`src/bhp_pkg.sv`:
```
// Package for the BMP header parser: item types, header offsets and check flags.
// Used by all modules of the parser; no dependencies.
`default_nettype none
package bhp_pkg;

	// Header length in bytes (14-byte file header plus 40-byte info header).
	localparam int unsigned HDR_LEN = 54;
	localparam int unsigned POS_W   = 6;

	// Byte offsets at which a field is complete.
	localparam logic [POS_W-1:0] POS_TYPE    = POS_W'(1);
	localparam logic [POS_W-1:0] POS_FSIZE   = POS_W'(5);
	localparam logic [POS_W-1:0] POS_OFFBITS = POS_W'(13);
	localparam logic [POS_W-1:0] POS_INFOSZ  = POS_W'(17);
	localparam logic [POS_W-1:0] POS_WIDTH   = POS_W'(21);
	localparam logic [POS_W-1:0] POS_HEIGHT  = POS_W'(25);
	localparam logic [POS_W-1:0] POS_PLANES  = POS_W'(27);
	localparam logic [POS_W-1:0] POS_BITCNT  = POS_W'(29);
	localparam logic [POS_W-1:0] POS_COMPR   = POS_W'(33);
	localparam logic [POS_W-1:0] POS_IMGSZ   = POS_W'(37);
	localparam logic [POS_W-1:0] POS_LAST    = POS_W'(HDR_LEN - 1);
	localparam logic [POS_W-1:0] POS_DONE    = POS_W'(HDR_LEN);

	// Expected field values.
	localparam logic [15:0] BMP_TYPE_ID   = 16'h4D42;
	localparam logic [31:0] BMP_OFFBITS   = 32'd54;
	localparam logic [31:0] BMP_INFO_SIZE = 32'd40;
	localparam logic [15:0] BMP_PLANES    = 16'd1;
	localparam logic [15:0] BMP_BIT_COUNT = 16'd24;

	// Bit positions of the single-field pass flags.
	typedef enum logic [2:0] {
		CHK_TYPE    = 3'd0,
		CHK_OFFBITS = 3'd1,
		CHK_INFOSZ  = 3'd2,
		CHK_PLANES  = 3'd3,
		CHK_BITCNT  = 3'd4,
		CHK_COMPR   = 3'd5,
		CHK_IMGSZ   = 3'd6
	} chk_idx_t;
	localparam int unsigned CHK_N = 7;

	typedef struct packed {
		logic [7:0] data_byte;
		logic       restart;
	} in_item_t;

	typedef struct packed {
		logic               header_valid;
		logic               format_supported;
		logic signed [31:0] image_width;
		logic signed [31:0] image_height;
		logic [31:0]        row_bytes;
		logic [31:0]        file_size;
	} out_item_t;

	// Handshake status passed between the stages.
	typedef struct packed {
		logic advance;
		logic produce;
	} flow_t;

endpackage
`default_nettype wire

```
`src/bhp_in_if.sv`:
```
// Byte input channel of the BMP header parser: valid, ready and one file byte.
// Stands alone; no package needed.
`default_nettype none
interface bhp_in_if;
	logic       valid;
	logic       ready;
	logic [7:0] data_byte;
	logic       restart;

	modport source (output valid, output data_byte, output restart, input ready);
	modport sink   (input valid, input data_byte, input restart, output ready);
endinterface
`default_nettype wire

```
`src/bhp_out_if.sv`:
```
// Result channel of the BMP header parser: valid, ready and the decoded header.
// Stands alone; no package needed.
`default_nettype none
interface bhp_out_if;
	logic               valid;
	logic               ready;
	logic               header_valid;
	logic               format_supported;
	logic signed [31:0] image_width;
	logic signed [31:0] image_height;
	logic [31:0]        row_bytes;
	logic [31:0]        file_size;

	modport source (output valid, output header_valid, output format_supported,
		output image_width, output image_height, output row_bytes, output file_size,
		input ready);
	modport sink   (input valid, input header_valid, input format_supported,
		input image_width, input image_height, input row_bytes, input file_size,
		output ready);
endinterface
`default_nettype wire

```
`src/bhp_in_stage.sv`:
```
// Input register of the BMP header parser: holds one byte transfer for the capture logic.
// Depends on bhp_pkg and bhp_in_if.
`default_nettype none
module bhp_in_stage
	import bhp_pkg::*;
(
	input  wire logic  clk,
	input  wire logic  arst_n,
	bhp_in_if.sink     in_ch,
	input  wire flow_t flow,
	output logic       item_valid_s1,
	output in_item_t   item_s1
);

	// Take a new byte when the register is empty or the held one leaves in this cycle.
	assign in_ch.ready = !item_valid_s1 || flow.advance;

	always_ff @(posedge clk or negedge arst_n) begin
		if (!arst_n) begin
			item_valid_s1 <= 1'b0;
		end else if (in_ch.ready) begin
			item_valid_s1 <= in_ch.valid;
		end
	end

	// Payload register needs no reset.
	always_ff @(posedge clk) begin
		if (in_ch.valid && in_ch.ready) begin
			item_s1.data_byte <= in_ch.data_byte;
			item_s1.restart   <= in_ch.restart;
		end
	end

endmodule
`default_nettype wire

```
`src/bhp_field_capture.sv`:
```
// Header field capture: tracks the byte offset, assembles little-endian fields,
// keeps the pass flags and forms the result at the last header byte. Depends on bhp_pkg.
`default_nettype none
module bhp_field_capture
	import bhp_pkg::*;
(
	input  wire logic     clk,
	input  wire logic     arst_n,
	input  wire logic     item_valid_s1,
	input  wire in_item_t item_s1,
	input  wire logic     out_free,
	output flow_t         flow,
	output out_item_t     result
);

	logic [POS_W-1:0] byte_position_q;
	logic [31:0]      field_shift_q;
	logic [CHK_N-1:0] header_checks_q;
	logic [31:0]      width_seen_q;
	logic [31:0]      height_seen_q;
	logic [31:0]      size_seen_q;

	logic [POS_W-1:0] pos;
	logic             in_header;
	logic [31:0]      shift_next;
	logic [15:0]      half_next;
	logic [CHK_N-1:0] checks_next;
	logic [31:0]      width_x3;

	// Effective offset of the held byte; a restart marks offset zero.
	assign pos        = item_s1.restart ? '0 : byte_position_q;
	assign in_header  = (pos < POS_DONE);
	assign shift_next = {item_s1.data_byte, field_shift_q[31:8]};
	assign half_next  = shift_next[31:16];

	assign flow.produce = item_valid_s1 && (pos == POS_LAST);
	assign flow.advance = item_valid_s1 && (!flow.produce || out_free);

	// Pass flags: cleared by restart, one flag updated at the end of its field.
	always_comb begin
		checks_next = item_s1.restart ? '0 : header_checks_q;
		unique case (pos)
			POS_TYPE:    checks_next[CHK_TYPE]    = (half_next == BMP_TYPE_ID);
			POS_OFFBITS: checks_next[CHK_OFFBITS] = (shift_next == BMP_OFFBITS);
			POS_INFOSZ:  checks_next[CHK_INFOSZ]  = (shift_next == BMP_INFO_SIZE);
			POS_PLANES:  checks_next[CHK_PLANES]  = (half_next == BMP_PLANES);
			POS_BITCNT:  checks_next[CHK_BITCNT]  = (half_next == BMP_BIT_COUNT);
			POS_COMPR:   checks_next[CHK_COMPR]   = (shift_next == 32'd0);
			POS_IMGSZ:   checks_next[CHK_IMGSZ]   = (shift_next != 32'd0);
			default:     ;
		endcase
	end

	// Control state: offset and pass flags.
	always_ff @(posedge clk or negedge arst_n) begin
		if (!arst_n) begin
			byte_position_q <= '0;
			header_checks_q <= '0;
		end else if (flow.advance) begin
			if (in_header) begin
				byte_position_q <= pos + POS_W'(1);
				header_checks_q <= checks_next;
			end else begin
				byte_position_q <= POS_DONE;
				header_checks_q <= checks_next;
			end
		end
	end

	// The shift register takes each header byte; the others load where their field ends.
	always_ff @(posedge clk or negedge arst_n) begin
		if (!arst_n) begin
			field_shift_q <= '0;
			width_seen_q  <= '0;
			height_seen_q <= '0;
			size_seen_q   <= '0;
		end else if (flow.advance && in_header) begin
			field_shift_q <= shift_next;
			if (pos == POS_FSIZE) begin
				size_seen_q <= shift_next;
			end
			if (pos == POS_WIDTH) begin
				width_seen_q <= shift_next;
			end
			if (pos == POS_HEIGHT) begin
				height_seen_q <= shift_next;
			end
		end
	end

	// Result fields from the captured registers; row length is 3*width+3 rounded down to 4.
	assign width_x3 = {width_seen_q[30:0], 1'b0} + width_seen_q;

	always_comb begin
		result.header_valid     = header_checks_q[CHK_TYPE] && header_checks_q[CHK_OFFBITS];
		result.format_supported = header_checks_q[CHK_INFOSZ] && header_checks_q[CHK_PLANES]
			&& header_checks_q[CHK_BITCNT] && header_checks_q[CHK_COMPR]
			&& header_checks_q[CHK_IMGSZ]
			&& (width_seen_q != 32'd0) && !width_seen_q[31]
			&& (height_seen_q != 32'd0) && !height_seen_q[31];
		result.image_width      = width_seen_q;
		result.image_height     = height_seen_q;
		result.row_bytes        = (width_x3 + 32'd3) & ~32'd3;
		result.file_size        = size_seen_q;
	end

endmodule
`default_nettype wire

```
`src/bhp_out_stage.sv`:
```
// Result register of the BMP header parser: holds one result until its transfer.
// Depends on bhp_pkg and bhp_out_if.
`default_nettype none
module bhp_out_stage
	import bhp_pkg::*;
(
	input  wire logic      clk,
	input  wire logic      arst_n,
	input  wire flow_t     flow,
	input  wire out_item_t result,
	output logic           out_free,
	bhp_out_if.source      out_ch
);

	logic      out_valid_s2;
	out_item_t out_item_s2;
	logic      load;

	assign out_free = !out_valid_s2 || out_ch.ready;
	assign load     = flow.advance && flow.produce;

	always_ff @(posedge clk or negedge arst_n) begin
		if (!arst_n) begin
			out_valid_s2 <= 1'b0;
		end else if (out_free) begin
			out_valid_s2 <= load;
		end
	end

	always_ff @(posedge clk) begin
		if (load) begin
			out_item_s2 <= result;
		end
	end

	assign out_ch.valid            = out_valid_s2;
	assign out_ch.header_valid     = out_item_s2.header_valid;
	assign out_ch.format_supported = out_item_s2.format_supported;
	assign out_ch.image_width      = out_item_s2.image_width;
	assign out_ch.image_height     = out_item_s2.image_height;
	assign out_ch.row_bytes        = out_item_s2.row_bytes;
	assign out_ch.file_size        = out_item_s2.file_size;

endmodule
`default_nettype wire

```
`src/bmp_header_parser.sv`:
```
// BMP header parser top level: input register, field capture and result register.
// A result enters the result register as header byte 53 leaves the input register.
// Throughput: one byte per cycle, but the last header byte waits while a result is untaken.
// Reset clears the byte offset, pass flags and captured fields; the next byte counts
// as offset 0. Depends on bhp_pkg, bhp_in_if, bhp_out_if and the bhp stage modules.
`default_nettype none
module bmp_header_parser
	import bhp_pkg::*;
(
	input  wire logic clk,
	input  wire logic arst_n,
	bhp_in_if.sink    byte_stream,
	bhp_out_if.source result
);

	logic      item_valid_s1;
	in_item_t  item_s1;
	flow_t     flow;
	out_item_t header_result;
	logic      out_free;

	bhp_in_stage u_in_stage (
		.clk           (clk),
		.arst_n        (arst_n),
		.in_ch         (byte_stream),
		.flow          (flow),
		.item_valid_s1 (item_valid_s1),
		.item_s1       (item_s1)
	);

	bhp_field_capture u_field_capture (
		.clk           (clk),
		.arst_n        (arst_n),
		.item_valid_s1 (item_valid_s1),
		.item_s1       (item_s1),
		.out_free      (out_free),
		.flow          (flow),
		.result        (header_result)
	);

	bhp_out_stage u_out_stage (
		.clk      (clk),
		.arst_n   (arst_n),
		.flow     (flow),
		.result   (header_result),
		.out_free (out_free),
		.out_ch   (result)
	);

`ifndef SYNTHESIS
	// A held byte that cannot move on stays in the input register unchanged.
	a_hold_s1: assert property (@(posedge clk) disable iff (!arst_n)
		item_valid_s1 && !flow.advance |=> item_valid_s1 && $stable(item_s1))
		else $error("input register lost or changed a held byte");

	// A result appears only after the last header byte moved into the result register.
	a_result_origin: assert property (@(posedge clk) disable iff (!arst_n)
		$rose(result.valid) |-> $past(flow.advance && flow.produce))
		else $error("result appeared without a completed header");

	// A waiting result is never overwritten by a new one.
	a_no_overwrite: assert property (@(posedge clk) disable iff (!arst_n)
		result.valid && !result.ready |-> !(flow.advance && flow.produce))
		else $error("result overwritten while stalled");

	// Bytes only advance when the input register holds one.
	a_advance_valid: assert property (@(posedge clk) disable iff (!arst_n)
		flow.advance |-> item_valid_s1)
		else $error("advance without a held byte");
`endif

endmodule
`default_nettype wire

```
`src/flat_wrapper.sv`:
```
// flat-port wrapper written by rule: the top's interface ports become plain ports
module bmp_header_parser_flat import bhp_pkg::*;
  (clk, arst_n, byte_stream_valid, byte_stream_data_byte, byte_stream_restart, byte_stream_ready, result_valid, result_header_valid, result_format_supported, result_image_width, result_image_height, result_row_bytes, result_file_size, result_ready);
  bhp_in_if byte_stream_i ();
  bhp_out_if result_i ();
  input  wire logic clk;
  input  wire logic arst_n;
  input wire logic [$bits(byte_stream_i.valid)-1:0] byte_stream_valid;
  input wire logic [$bits(byte_stream_i.data_byte)-1:0] byte_stream_data_byte;
  input wire logic [$bits(byte_stream_i.restart)-1:0] byte_stream_restart;
  output wire logic [$bits(byte_stream_i.ready)-1:0] byte_stream_ready;
  output wire logic [$bits(result_i.valid)-1:0] result_valid;
  output wire logic [$bits(result_i.header_valid)-1:0] result_header_valid;
  output wire logic [$bits(result_i.format_supported)-1:0] result_format_supported;
  output wire logic [$bits(result_i.image_width)-1:0] result_image_width;
  output wire logic [$bits(result_i.image_height)-1:0] result_image_height;
  output wire logic [$bits(result_i.row_bytes)-1:0] result_row_bytes;
  output wire logic [$bits(result_i.file_size)-1:0] result_file_size;
  input wire logic [$bits(result_i.ready)-1:0] result_ready;
  assign byte_stream_i.valid = byte_stream_valid;
  assign byte_stream_i.data_byte = byte_stream_data_byte;
  assign byte_stream_i.restart = byte_stream_restart;
  assign byte_stream_ready = byte_stream_i.ready;
  assign result_valid = result_i.valid;
  assign result_header_valid = result_i.header_valid;
  assign result_format_supported = result_i.format_supported;
  assign result_image_width = result_i.image_width;
  assign result_image_height = result_i.image_height;
  assign result_row_bytes = result_i.row_bytes;
  assign result_file_size = result_i.file_size;
  assign result_i.ready = result_ready;
  bmp_header_parser u_core (.clk(clk), .arst_n(arst_n), .byte_stream(byte_stream_i), .result(result_i));
endmodule
```
`config.mk`:
```
export PLATFORM = sky130hd
export DESIGN_NAME = bmp_header_parser_flat
export DESIGN_NICKNAME = d
export VERILOG_FILES = /design/src/bhp_pkg.sv /design/src/bhp_in_if.sv /design/src/bhp_out_if.sv /design/src/bhp_in_stage.sv /design/src/bhp_field_capture.sv /design/src/bhp_out_stage.sv /design/src/bmp_header_parser.sv /design/src/flat_wrapper.sv
export SDC_FILE = /design/constraint.sdc
export NUM_CORES = 1
export LEC_CHECK = 0
export BUFFER_PORTS_ARGS = -buffer_cell sky130_fd_sc_hd__buf_2
export CAP_MARGIN = 20
export CORE_MARGIN = 3
export CORE_UTILIZATION = 42
export DETAILED_ROUTE_END_ITERATION = 10
export PLACE_DENSITY = 0.72
export SYNTH_ARGS = -nofsm -noshare
export SYNTH_HDL_FRONTEND = slang
export SYNTH_SLANG_ARGS = --single-unit
```
`constraint.sdc`:
```
create_clock -name clk -period 8 [get_ports clk]
set_input_delay 0.8 -clock clk [delete_from_list [all_inputs] [get_ports clk]]
set_output_delay 0.8 -clock clk [all_outputs]
set_load 0.03 [all_outputs]
```
# Yosys cells after proc, flatten, opt, wreduce, memory -nomap -nowiden
# Cells that the tools add are included.
[totals] romBits=0 n_memories=0 regBits=280 elab_cells=95 ram_bits=0 in_bits=13 latchBits=0
[op_classes] n_addsub=3 div_mod_pow=0 n_mux=10 bitwise=0 reduce_logical=43 magnitude_cmp=1 multipliers=0 n_eq_ne=16 shifts=0
[ops] op="32-bit nonzero test" count=3
[ops] op="32-bit by 6-bit equality test with 1-bit output (second input constant)" count=2
[ops] op="32-bit by 2-bit adder with 32-bit output (second input constant)" count=1
[ops] op="32-bit adder" count=1
[ops] op="32-bit logical NOT" count=1
[ops] op="6-bit by 5-bit equality test with 1-bit output (second input constant)" count=5
[ops] op="2-bit AND reduction" count=10
[ops] op="6-bit equality test (second input constant)" count=3
[ops] op="16-bit by 1-bit equality test with 1-bit output (second input constant)" count=1
[ops] op="16-bit by 15-bit equality test with 1-bit output (second input constant)" count=1
[ops] op="16-bit by 5-bit equality test with 1-bit output (second input constant)" count=1
[ops] op="1-bit logical AND" count=14
[ops] op="2-bit nonzero test" count=7
[ops] op="6-bit 2-to-1 mux" count=2
[ops] op="1-bit 2-to-1 mux" count=7
[ops] op="7-bit 2-to-1 mux" count=1
[ops] op="6-bit by 1-bit adder with 6-bit output (second input constant)" count=1
[ops] op="6-bit by 1-bit equality test with 1-bit output (second input constant)" count=1
[ops] op="6-bit by 3-bit equality test with 1-bit output (second input constant)" count=1
[ops] op="6-bit by 4-bit equality test with 1-bit output (second input constant)" count=1
[ops] op="6-bit less-than comparator (second input constant)" count=1
[ops] op="1-bit logical NOT" count=5
[ops] op="1-bit logical OR" count=3

# Logic depth before layout (Yosys ltp)
# Gate-level depths: netlist of the first run.
[logic_depth] word_depth=8 ltp_mapped=12 mapped_depth_nobuf=10

# Cells and area by module
# Synthesis of the first run repeated with hierarchy kept, for this count alone.
[hier_totals] cells_unflattened=863 area_unflattened_um2=12179.2
[by_module_without_submodules] module="bhp_field_capture" seq_area_each_um2=3328.2 n_inst=1 area_per_inst_um2=7898.8 cells_per_inst=715
[by_module_without_submodules] module="bhp_out_stage" seq_area_each_um2=3928.8 n_inst=1 area_per_inst_um2=3956.3 cells_per_inst=135
[by_module_without_submodules] module="bhp_in_stage" seq_area_each_um2=295.3 n_inst=1 area_per_inst_um2=324.1 cells_per_inst=13

# Worst setup path before layout of the first run
# No wires, ideal clock.
[synth_path] path_type="reg2reg" start="register, netlist name u_core.u_in_stage.item_s1[0]" end="register u_core.u_out_stage.out_item_s2 (netlist bit u_core.u_out_stage.out_ch.file_size[0]), enable pin" arrival_ns=7.090 setup_slack_ns=0.281 required_ns=7.371 n_path_buf=2 path_stages_with_launch=8 path_cell_list="edfxtp_1 -> buf_2 -> nor2b_1 -> ha_1 -> and4_1 -> clkbuf_1 -> nand4_1 -> nor2b_1"
[synth_via] elab_chain_cells=7
[synth_lines] element="6-bit 2-to-1 mux (*)" line="bhp_field_capture.sv:31" text="assign pos = item_s1.restart ? '0 : byte_position_q;"
[synth_lines] element="6-bit equality test (*)" line="bhp_field_capture.sv:36" text="assign flow.produce = item_valid_s1 && (pos == POS_LAST);"
[synth_lines] element="1-bit logical AND (*)" line="bhp_field_capture.sv:36"
[synth_lines] element="1-bit logical NOT" line="bhp_field_capture.sv:37" text="assign flow.advance = item_valid_s1 && (!flow.produce || out_free);"
[synth_lines] element="1-bit logical OR" line="bhp_field_capture.sv:37"
[synth_lines] element="1-bit logical AND" line="bhp_field_capture.sv:37"
[synth_lines] element="1-bit logical AND (*)" line="bhp_out_stage.sv:20" text="assign load = flow.advance && flow.produce;"
[synth_lines] element="named net u_core.u_out_stage.load" line="bhp_out_stage.sv:17" text="logic load;"
[synth_lines] element="end signal, assigned" line="bhp_out_stage.sv:32" text="out_item_s2 <= result;"
[synth_lines] element="end, declared" line="bhp_out_stage.sv:16" text="out_item_t out_item_s2;"
# The timed path passes the listed nets; every way through them passes the cells marked *.
# A chain may end at the register's enable or synchronous reset.

# Final worst setup path of the first run
[layout_path] start="register, netlist name u_core.u_in_stage.item_s1[0]" end="output port byte_stream_ready"
[layout_via] elab_chain_cells=7
[layout_lines] element="6-bit 2-to-1 mux" line="bhp_field_capture.sv:31"
[layout_lines] element="6-bit equality test" line="bhp_field_capture.sv:36"
[layout_lines] element="1-bit logical AND" line="bhp_field_capture.sv:36"
[layout_lines] element="1-bit logical NOT" line="bhp_field_capture.sv:37"
[layout_lines] element="1-bit logical OR" line="bhp_field_capture.sv:37"
[layout_lines] element="1-bit logical AND" line="bhp_field_capture.sv:37"
[layout_lines] element="1-bit logical OR" line="bhp_in_stage.sv:16" text="assign in_ch.ready = !item_valid_s1 || flow.advance;"
[layout_lines] element="end, declared" line="flat_wrapper.sv:11" text="output wire logic [$bits(byte_stream_i.ready)-1:0] byte_stream_ready;"
# Every way passes these cells.

==> results of run 1 <==
==> critical path, stage by stage (launching register included) <==
cell      delay [ps]
edfxtp_1         720
nor2_1           180
inv_1            100
ha_1             310
and4_1           340
nand4_1          220
or2_2            400
buf_2            190
==> state kept, by name, summed over array words and instances, names as in the netlist <==
signal                                      flops
u_core.u_in_stage.item_valid_s1                 1
u_core.u_field_capture.header_checks_q          7
u_core.u_field_capture.height_seen_q           32
u_core.u_field_capture.byte_position_q          6
u_core.u_out_stage.out_ch.format_supported      1
u_core.u_out_stage.out_ch.image_width          32
u_core.u_in_stage.item_s1                       9
u_core.u_field_capture.size_seen_q             32
u_core.u_out_stage.out_ch.file_size            32
u_core.u_out_stage.out_ch.header_valid          1
u_core.u_field_capture.width_seen_q            32
u_core.u_out_stage.out_ch.image_height         32
u_core.u_field_capture.field_shift_q           24
u_core.u_out_stage.out_ch.row_bytes            30
u_core.u_out_stage.out_ch.valid                 1
==> cells in the mapped netlist (8+ instances only) <==
| library cell | number | area (um2) |
|---|---|---|
| a21oi_1 | 36 | 180 |
| buf_2 | 12 | 60.1 |
| a31oi_1 | 8 | 50.1 |
| mux2_2 | 90 | 1010 |
| and4_1 | 8 | 70.1 |
| inv_1 | 43 | 161 |
| nand2_1 | 35 | 131 |
| o21ai_0 | 28 | 140 |
| ha_1 | 75 | 938 |
| dfrtp_1 | 135 | 3380 |
| xnor2_1 | 22 | 193 |
| nand4_1 | 17 | 106 |
| edfxtp_1 | 137 | 4110 |
| nor3_1 | 13 | 65.1 |
| nor2_1 | 22 | 82.6 |
| mux2_4 | 31 | 465 |
| nor4_1 | 12 | 75.1 |
| clkbuf_1 | 13 | 48.8 |
| nand3_1 | 12 | 60.1 |
==> stage by stage <==
stage / setup slack (ps) / util / hold WS, ps
after global routing: 3990 / 0.496 / 418
after CTS: 4220 / 0.496 / 422
after floorplan: 281 / - / 421
final: 4190 / 0.496 / 383
after global placement: 4490 / 0.464 / 424
after detailed placement: 4340 / 0.464 / 436
==> final timing paths <==
check | to | startpoint | slack, ps | cells past startpoint
max in group asynchronous | u_core.u_field_capture.width_seen_q[2] | arst_n | 6230 | 2
max reg2reg | u_core.u_out_stage.out_ch.image_width[23] | u_core.u_in_stage.item_s1[0] | 4330 | 7
min reg2reg | u_core.u_out_stage.out_ch.file_size[12] | u_core.u_field_capture.size_seen_q[12] | 450 | 0
min in group clk | u_core.u_in_stage.item_s1[5] | byte_stream_data_byte[4] | 440 | 1
max | byte_stream_ready | u_core.u_in_stage.item_s1[0] | 4190 | 7
min | u_core.u_field_capture.height_seen_q[24] | arst_n | 380 | 1
==> placed cells by master (no fill, tap or decap), types with 4 or more instances in the layout <==
| cell | n |
|---|---|
| o21a_1 | 6 |
| buf_2 | 141 |
| xor2_1 | 5 |
| nand3_1 | 12 |
| nor2b_1 | 6 |
| ha_1 | 75 |
| inv_1 | 43 |
| mux2_2 | 90 |
| edfxtp_1 | 137 |
| clkbuf_1 | 7 |
| and2_1 | 5 |
| nand2b_1 | 6 |
| clkinv_1 | 5 |
| mux2_4 | 31 |
| nor4_1 | 12 |
| and3_1 | 4 |
| a31oi_1 | 8 |
| o21ai_0 | 28 |
| clkbuf_16 | 29 |
| nor2_1 | 22 |
| nor3_1 | 13 |
| a21o_1 | 7 |
| xnor2_1 | 22 |
| and4_1 | 8 |
| a211oi_1 | 4 |
| buf_4 | 7 |
| nand2_1 | 35 |
| dfrtp_1 | 135 |
| nand4_1 | 17 |
| a21oi_1 | 36 |
==> kinds of logic (layout without fill, tap and decap cells) <==
kind of cell,after synthesis,count (layout),synth area share
compound gates,137,137,0.0749
other cells,1,2,0.000305
flops,272,272,0.609
simple gates,158,158,0.0714
fa+ha+maj,75,75,0.0763
mux,121,121,0.120
buf+inv,77,243,0.0287
xor+xnor,27,27,0.0192
==> per-layer routing <==
layer	up-vias	wire, um	global-route usage	share of wire
li1	3545	-	-	-
met1	3779	12600	0.252	0.47
met2	245	12000	0.256	0.45
met3	38	1770	0.0360	0.066
met4	2	485	0.0367	0.018
met5	-	13	0	0.00048
==> power by group <==
part,total [mW],switching [mW],internal [mW]
clock network,1.30,0.530,0.767
registers,1.70,0.107,1.59
logic,0.177,0.0781,0.0992
total,3.17,0.715,2.46
==> final cells by class <==
cell class | count | area share
tap | 384 | 0.0336
clock inverter | 16 | 0.0123
sequential | 272 | 0.524
inverter | 43 | 0.0113
timing repair buffer | 148 | 0.0531
clock buffer | 36 | 0.0526
multi-input combinational | 520 | 0.313
==> metrics, run 1 <==
status=completed; routed vias=~7,600; clock sinks=roughly 270; Iter 0 DRT Violations=450; CTS root buf=clkbuf_16; DIE HEIGHT=between 150 and 200 um; Data arrival, critical path=around 3000 ps; first-pass GRT wire length=42,000 um; Placed Instance Area=about 13,000 um2; post-synthesis sequential area ratio=0.609; fmax=roughly 260 MHz; CP Max Fanout=17; YS warnings=0; Netlist Area Pre-Place=about 12,000 um2; pin count of the biggest net entering global routing=71; Layout area overhead=16.2%; Post-synth EDFFs=roughly 140; CTS Buffer Depth=3; design area=14,300 um2; Ant. Diodes=0; Post-CTS Setup Repair Bufs=0; DIE AREA=between 30,000 and 40,000 um2; post-CTS sizing=0; DRT Pass-1 Iters=5; All-Layer GR Usage=0.169; clock skew=around 13 ps; Lkg Pwr=approximately 6.4 nW; DP HPWL=18,700 um; post-synthesis register bit count=272; Least-Margin Pin Slew=around 1100 ps; Multi-input gate area=4470 um2; number of global-route vias before repair=between 7,000 and 8,000; final slew viol count=0; Reg clk slew, reported paths=about 70 ps; initial antenna violation count=1; fin cells=1,419; area occupied by registers=7490 um2; PortBufs=between 100 and 150; vias per cell=roughly 5.4; routability cong.=slightly below 0.9; async set or reset register ratio after synthesis=0.496; Hold Fails Final Rpt=0; Core Rows=62; Post-Route WL=~27,000 um; Final Cycle Share=0.476; total gr overflow=0; Final Setup Violations=0; Pwr Total=3.17 mW; kind of critical path=reg2out; VDD IR max=0.000176 V; final setup TNS=0 ps; nets@finish=roughly 1,100; cells after synthesis=slightly below 900; crit path launch type=flip-flop; CTS H-tree lvls=1; number of CTS-inserted buffers=28; ys flop type=edfxtp_1; Core ar.=28,800 um2; Slew HR=0.282; residual DRC count=0; worst hold path class=in2async; num ports=145; die width=between 150 and 200 um; TritonCTS clock tree=yes; pwr/cell area=222 nW/um2; Cell Count Post-Placement=1,367; CTS Hold Bufs=0; layout cell share with drive strength beyond 1=0.311; Req. time, crit path=7200 ps; syn avg cell area=roughly 14 um2; worst-skew pair later-pin latency=between 500 and 600 ps; initial core utilization=0.427; antenna viol nets, final=0; min Tclk post-route=3810 ps; CP Capture Type=output port; unique cell type count in the Yosys netlist=70; RSZ-0062 raised after global routing=false; routed len/inst=approximately 19 um; fillers=about 2,500; maxcap violations=0
(Power assumes the default switching activity.)
==> inputs of run 2 (changes only) <==
- clock period: 8 -> 3.2 ns (I/O delays scaled with it)
==> metrics, run 2 (synthesis gave the netlist of run 1 again) <==
status=completed; fin cells=between 1,000 and 1,500; Layout area overhead=18.2%; Ant. Diodes=0; CP Max Fanout=6; DRT Pass-1 Iters=4; Core ar.=28,800 um2; Data arrival, critical path=~3200 ps; reg2reg start=u_core.u_field_capture.width_seen_q[2]; fillers=2,486; initial core utilization=0.427; VDD IR max=between 0.0006 and 0.0007 V; commonest non-fill, non-tap cell in the layout=buf_2; TritonCTS clock tree=yes; nets@finish=between 1,000 and 1,500; vias per cell=roughly 5.3; CTS H-tree lvls=1; first-pass GRT wire length=around 45,000 um; number of global-route vias before repair=between 7,000 and 8,000; final slew viol count=0; CTS Buffer Depth=3; Placed Instance Area=~14,000 um2; worst-skew pair later-pin latency=~540 ps; Reg clk slew, reported paths=~60 ps; Core Rows=62; FF-to-FF path depth=9; Final Setup Violations=0; r2r endpoint=u_core.u_out_stage.out_ch.row_bytes[27]; fmax=341 MHz; CTS root buf=clkbuf_16; Least-Margin Pin Slew=~760 ps; die width=177 um; initial antenna violation count=1; routed len/inst=between 15 and 20 um; kind of critical path=reg2reg; clock skew=11.4 ps; worst hold start=result_ready; total gr overflow=0; DIE AREA=31,400 um2; maxcap violations=0; final setup TNS=0 ps; final worst slack=between 200 and 300 ps; Hold EP=u_core.u_out_stage.out_ch.valid; num ports=approximately 150; All-Layer GR Usage=0.183; DIE HEIGHT=about 180 um; Hold WS=roughly 170 ps; worst slack at placement=approximately 330 ps; Pwr Total=7.86 mW; R2R Setup Slk=~260 ps; routability cong.=approximately 0.86; routed vias=about 7,600; post-CTS sizing=0; pin count of the biggest net entering global routing=102; design area=14,500 um2; DP HPWL=around 20,000 um; crit path launch type=flip-flop; PortBufs=142; worst hold stages=3; layout cell share with drive strength beyond 1=0.321; most frequent cells in the layout=buf_2 (141), edfxtp_1 (137), dfrtp_1 (135), mux2_2 (90), ha_1 (74); Final Cycle Share=0.918; Lkg Pwr=around 6.6 nW; Slew HR=0.491; Post-Route WL=~29,000 um; Hold Fails Final Rpt=0; Cell Count Post-Placement=1,378; CP Capture Type=flip-flop; Iter 0 DRT Violations=~430; post-layout util=0.505; worst hold path class=in2reg; clock sinks=~270; Req. time, crit path=approximately 3500 ps; min Tclk post-route=~3000 ps; number of CTS-inserted buffers=29; RSZ-0062 raised after global routing=false; Post-CTS Setup Repair Bufs=0; pwr/cell area=541 nW/um2; antenna viol nets, final=0; residual DRC count=0
-- run 2: cell types whose count changed in the layout (fill, tap and decap cells not counted), moves of 2 or more --
cell | previous run | this run
dlygate4sd3_1 | 0 | 11
buf_4 | 7 | 13
clkinv_2 | 2 | 7
buf_12 | 0 | 4
clkbuf_8 | 0 | 3
bufinv_16 | 3 | 1
clkbuf_1 | 7 | 5
inv_8 | 2 | 0
-- run 2: critical path: stages (launching register included) --
cell       delay, ps
dfrtp_1          440
inv_1             70
ha_1             300
ha_1             370
and3_1           200
a22o_1           260
a22oi_1          270
nand2_1          210
a2111oi_0        470
nor2_1            90
-- run 2: repair_timing --
action | CTS | global route
hold endpoints to repair | 89 | 0
endpoints found under the setup margin | 0 | 0
hold buffers | 11 | 0
-- run 2: how the worst max path moves through the flow --
stage | start | end | slack (ps) | cells past startpoint
after detailed placement | u_core.u_field_capture.width_seen_q[2] | u_core.u_out_stage.out_ch.row_bytes[28] | 330 | 9
after global placement | u_core.u_field_capture.width_seen_q[23] | u_core.u_out_stage.out_ch.row_bytes[31] | 300 | 8
after CTS | u_core.u_in_stage.item_s1[0] | byte_stream_ready | 290 | 7
final | u_core.u_field_capture.width_seen_q[2] | u_core.u_out_stage.out_ch.row_bytes[27] | 260 | 9
after global routing | u_core.u_field_capture.width_seen_q[24] | u_core.u_out_stage.out_ch.row_bytes[31] | 80 | 9
after floorplan | u_core.u_in_stage.item_s1[0] | u_core.u_out_stage.out_ch.file_size[0] | -450 | 7
-- run 2: final cells by class --
type                            count  area, um2  share of cell area
Timing Repair Buffer              170       1000              0.0691
Tap cell                          384        480              0.0331
Clock buffer                       37        786              0.0541
Multi-Input combinational cell    520       4490               0.309
Inverter                           43        161              0.0111
Clock inverter                     17        121             0.00835
Sequential cell                   272       7490               0.515
-- run 2: where the power goes --
part / internal (mW) / total [mW] / switching (mW) / leakage, nW
registers: 3.98 / 4.24 / 0.257 / 3.19
clock network: 1.82 / 3.15 / 1.33 / 0.446
logic: 0.268 / 0.477 / 0.210 / 2.94
total: 6.06 / 7.86 / 1.80 / 6.57
-- run 2: routing by layer --
metal	routed length [um]	share of wire	track usage	vias up
li1	-	-	-	3594
met1	13000	0.45	0.255	3741
met2	13000	0.46	0.291	230
met3	1850	0.065	0.0408	45
met4	681	0.024	0.0494	2
met5	13	0.00046	0	-
==> inputs of run 3 (changes only) <==
- PLACE_DENSITY: 0.72 -> 0.7
- clock period: 3.2 -> 3.4 ns (I/O delays scaled with it)
==> metrics, run 3 (synthesis gave the netlist of run 1 again) <==
Core ar.=roughly 29,000 um2; CP Capture Type=flip-flop; Multi-input gate area=4490 um2; RSZ-0062 raised after global routing=false; commonest non-fill, non-tap cell in the layout=buf_2; pwr/cell area=around 510 nW/um2; nets@finish=roughly 1,100; clock sinks=about 270; residual DRC count=0; Ant. Diodes=0; antenna viol nets, final=0; Clock Power Share=0.405; Stages on worst setup path=9; Switching Fraction=0.230; worst hold path class=in2reg; Post-Route WL=approximately 29,000 um; DIE AREA=31,400 um2; DIE HEIGHT=approximately 180 um; CTS root buf=clkbuf_16; kind of critical path=reg2reg; routed len/inst=~20 um; pin count of the biggest net entering global routing=between 100 and 150; logic gate share of total power=0.059; Crit path largest cell delay=approximately 520 ps; area occupied by registers=7490 um2; most used cell, CP=ha_1; design area=roughly 14,000 um2; Core Rows=62; status=completed; vias per cell=5.31; Layout area overhead=17.7%; initial core utilization=0.427; die width=between 150 and 200 um; num ports=~150; WP buf/inv=1; number of CTS-inserted buffers=29; Data arrival, critical path=about 3300 ps; slowest CP cell=a2111oi_2; Placed Instance Area=between 10,000 and 15,000 um2; All-Layer GR Usage=0.183; layout cell share with drive strength beyond 1=0.317; Reg clk slew, reported paths=70 ps; Final Setup Violations=0; Final Cycle Share=0.887; Req. time, crit path=around 3700 ps; most frequent cells in the layout=buf_2 (141), edfxtp_1 (137), dfrtp_1 (135), mux2_2 (90), ha_1 (74); CTS Buffer Depth=3; Least-Margin Pin Slew=slightly below 1000 ps; worst slack at placement=~470 ps; fillers=about 2,500; final slew viol count=0; Lkg Pwr=6.52 nW; CTS H-tree lvls=1; DP HPWL=just under 20,000 um; first-pass GRT wire length=~45,000 um; cell internal pwr=approximately 5.7 mW; CP Max Fanout=6; min Tclk post-route=roughly 3000 ps; sequential fraction of design power=0.536; worst hold stages=2; crit path cell chain=inv_1, ha_1, ha_1, a21oi_1, a2111oi_2, o2111ai_1, nand3_1, a2111oi_0, a311o_1; DRT Pass-1 Iters=4; VDD IR max=0.000532 V; Psw=1.71 mW; Iter 0 DRT Violations=around 500; post-layout util=0.503; fmax=~330 MHz; final setup TNS=0 ps; Hold Fails Final Rpt=0; Hold WS=between 50 and 60 ps; number of global-route vias before repair=~7,800; final worst slack=383 ps; delay-heaviest family, CP=compound AO/OA/AOI/OAI gates; PortBufs=between 100 and 150; TritonCTS clock tree=yes; routed vias=7,615; routability cong.=0.840; crit path launch type=flip-flop; Slew HR=0.346; worst-skew pair later-pin latency=about 540 ps; Post-CTS Setup Repair Bufs=0; total gr overflow=0; clock skew=12.1 ps; maxcap violations=0; initial antenna violation count=1; FF-to-FF path depth=9; post-CTS sizing=0
==> run 3: what timing repair did <==
item	4_1_cts	5_1_grt
endpoints found under the setup margin	0	0
hold buffers	10	0
endpoints found under the hold margin	40	0
==> run 3: worst reg2reg max path, stage by stage, from the launching register on <==
cell and delay, ps:
dfrtp_1 450, inv_1 70, ha_1 300, ha_1 380
a21oi_1 120, a2111oi_2 520, o2111ai_1 290, nand3_1 220
a2111oi_0 130, a311o_1 280
==> run 3: stage by stage <==
| stage | cells | total power, mW |
|---|---|---|
| 4_1_cts | 1435 | 7.53 |
| 3_3_place_gp | 1373 | 4.47 |
| 3_5_place_dp | 1373 | 4.49 |
| 6_report | 1435 | 7.45 |
| 5_1_grt | 1435 | 7.75 |
| 2_1_floorplan | 869 | 4.26 |
==> run 3: area by class of cell <==
cell class / count / share of cell area
clock buffer: 39 / 0.0562
clock inverter: 13 / 0.00709
inverter: 43 / 0.0111
multi-input combinational: 520 / 0.310
sequential: 272 / 0.517
tap: 384 / 0.0332
timing repair buffer: 164 / 0.0650
==> run 3: layer usage <==
layer / wire [um] / GRT usage
met4: 587 / 0.0406
met1: 13200 / 0.265
met5: 19 / 0
met3: 1710 / 0.0360
met2: 13100 / 0.288
==> run 3: worst paths after layout <==
check                                                       start                                       end  slack [ps]
max in group asynchronous                                  arst_n   u_core.u_field_capture.width_seen_q[24]        2210
setup / recovery           u_core.u_field_capture.width_seen_q[2]   u_core.u_out_stage.out_ch.row_bytes[28]         380
setup reg to reg           u_core.u_field_capture.width_seen_q[2]   u_core.u_out_stage.out_ch.row_bytes[28]         380
hold reg to reg            u_core.u_field_capture.size_seen_q[14]   u_core.u_out_stage.out_ch.file_size[14]         440
hold / removal                                  byte_stream_valid           u_core.u_in_stage.item_valid_s1          60
min in group asynchronous                                  arst_n  u_core.u_field_capture.height_seen_q[24]         290
==> run 3: power groups by stage <==
| stage | Sequential [mW] | Clock [mW] | Combinational [mW] |
|---|---|---|---|
| after detailed placement | 4.06 | 0 | 0.433 |
| after CTS | 3.99 | 3.09 | 0.444 |
| after global placement | 4.04 | 0 | 0.421 |
| after floorplan | 3.93 | 0 | 0.337 |
| after global routing | 4.02 | 3.23 | 0.496 |
| final | 3.99 | 3.02 | 0.439 |
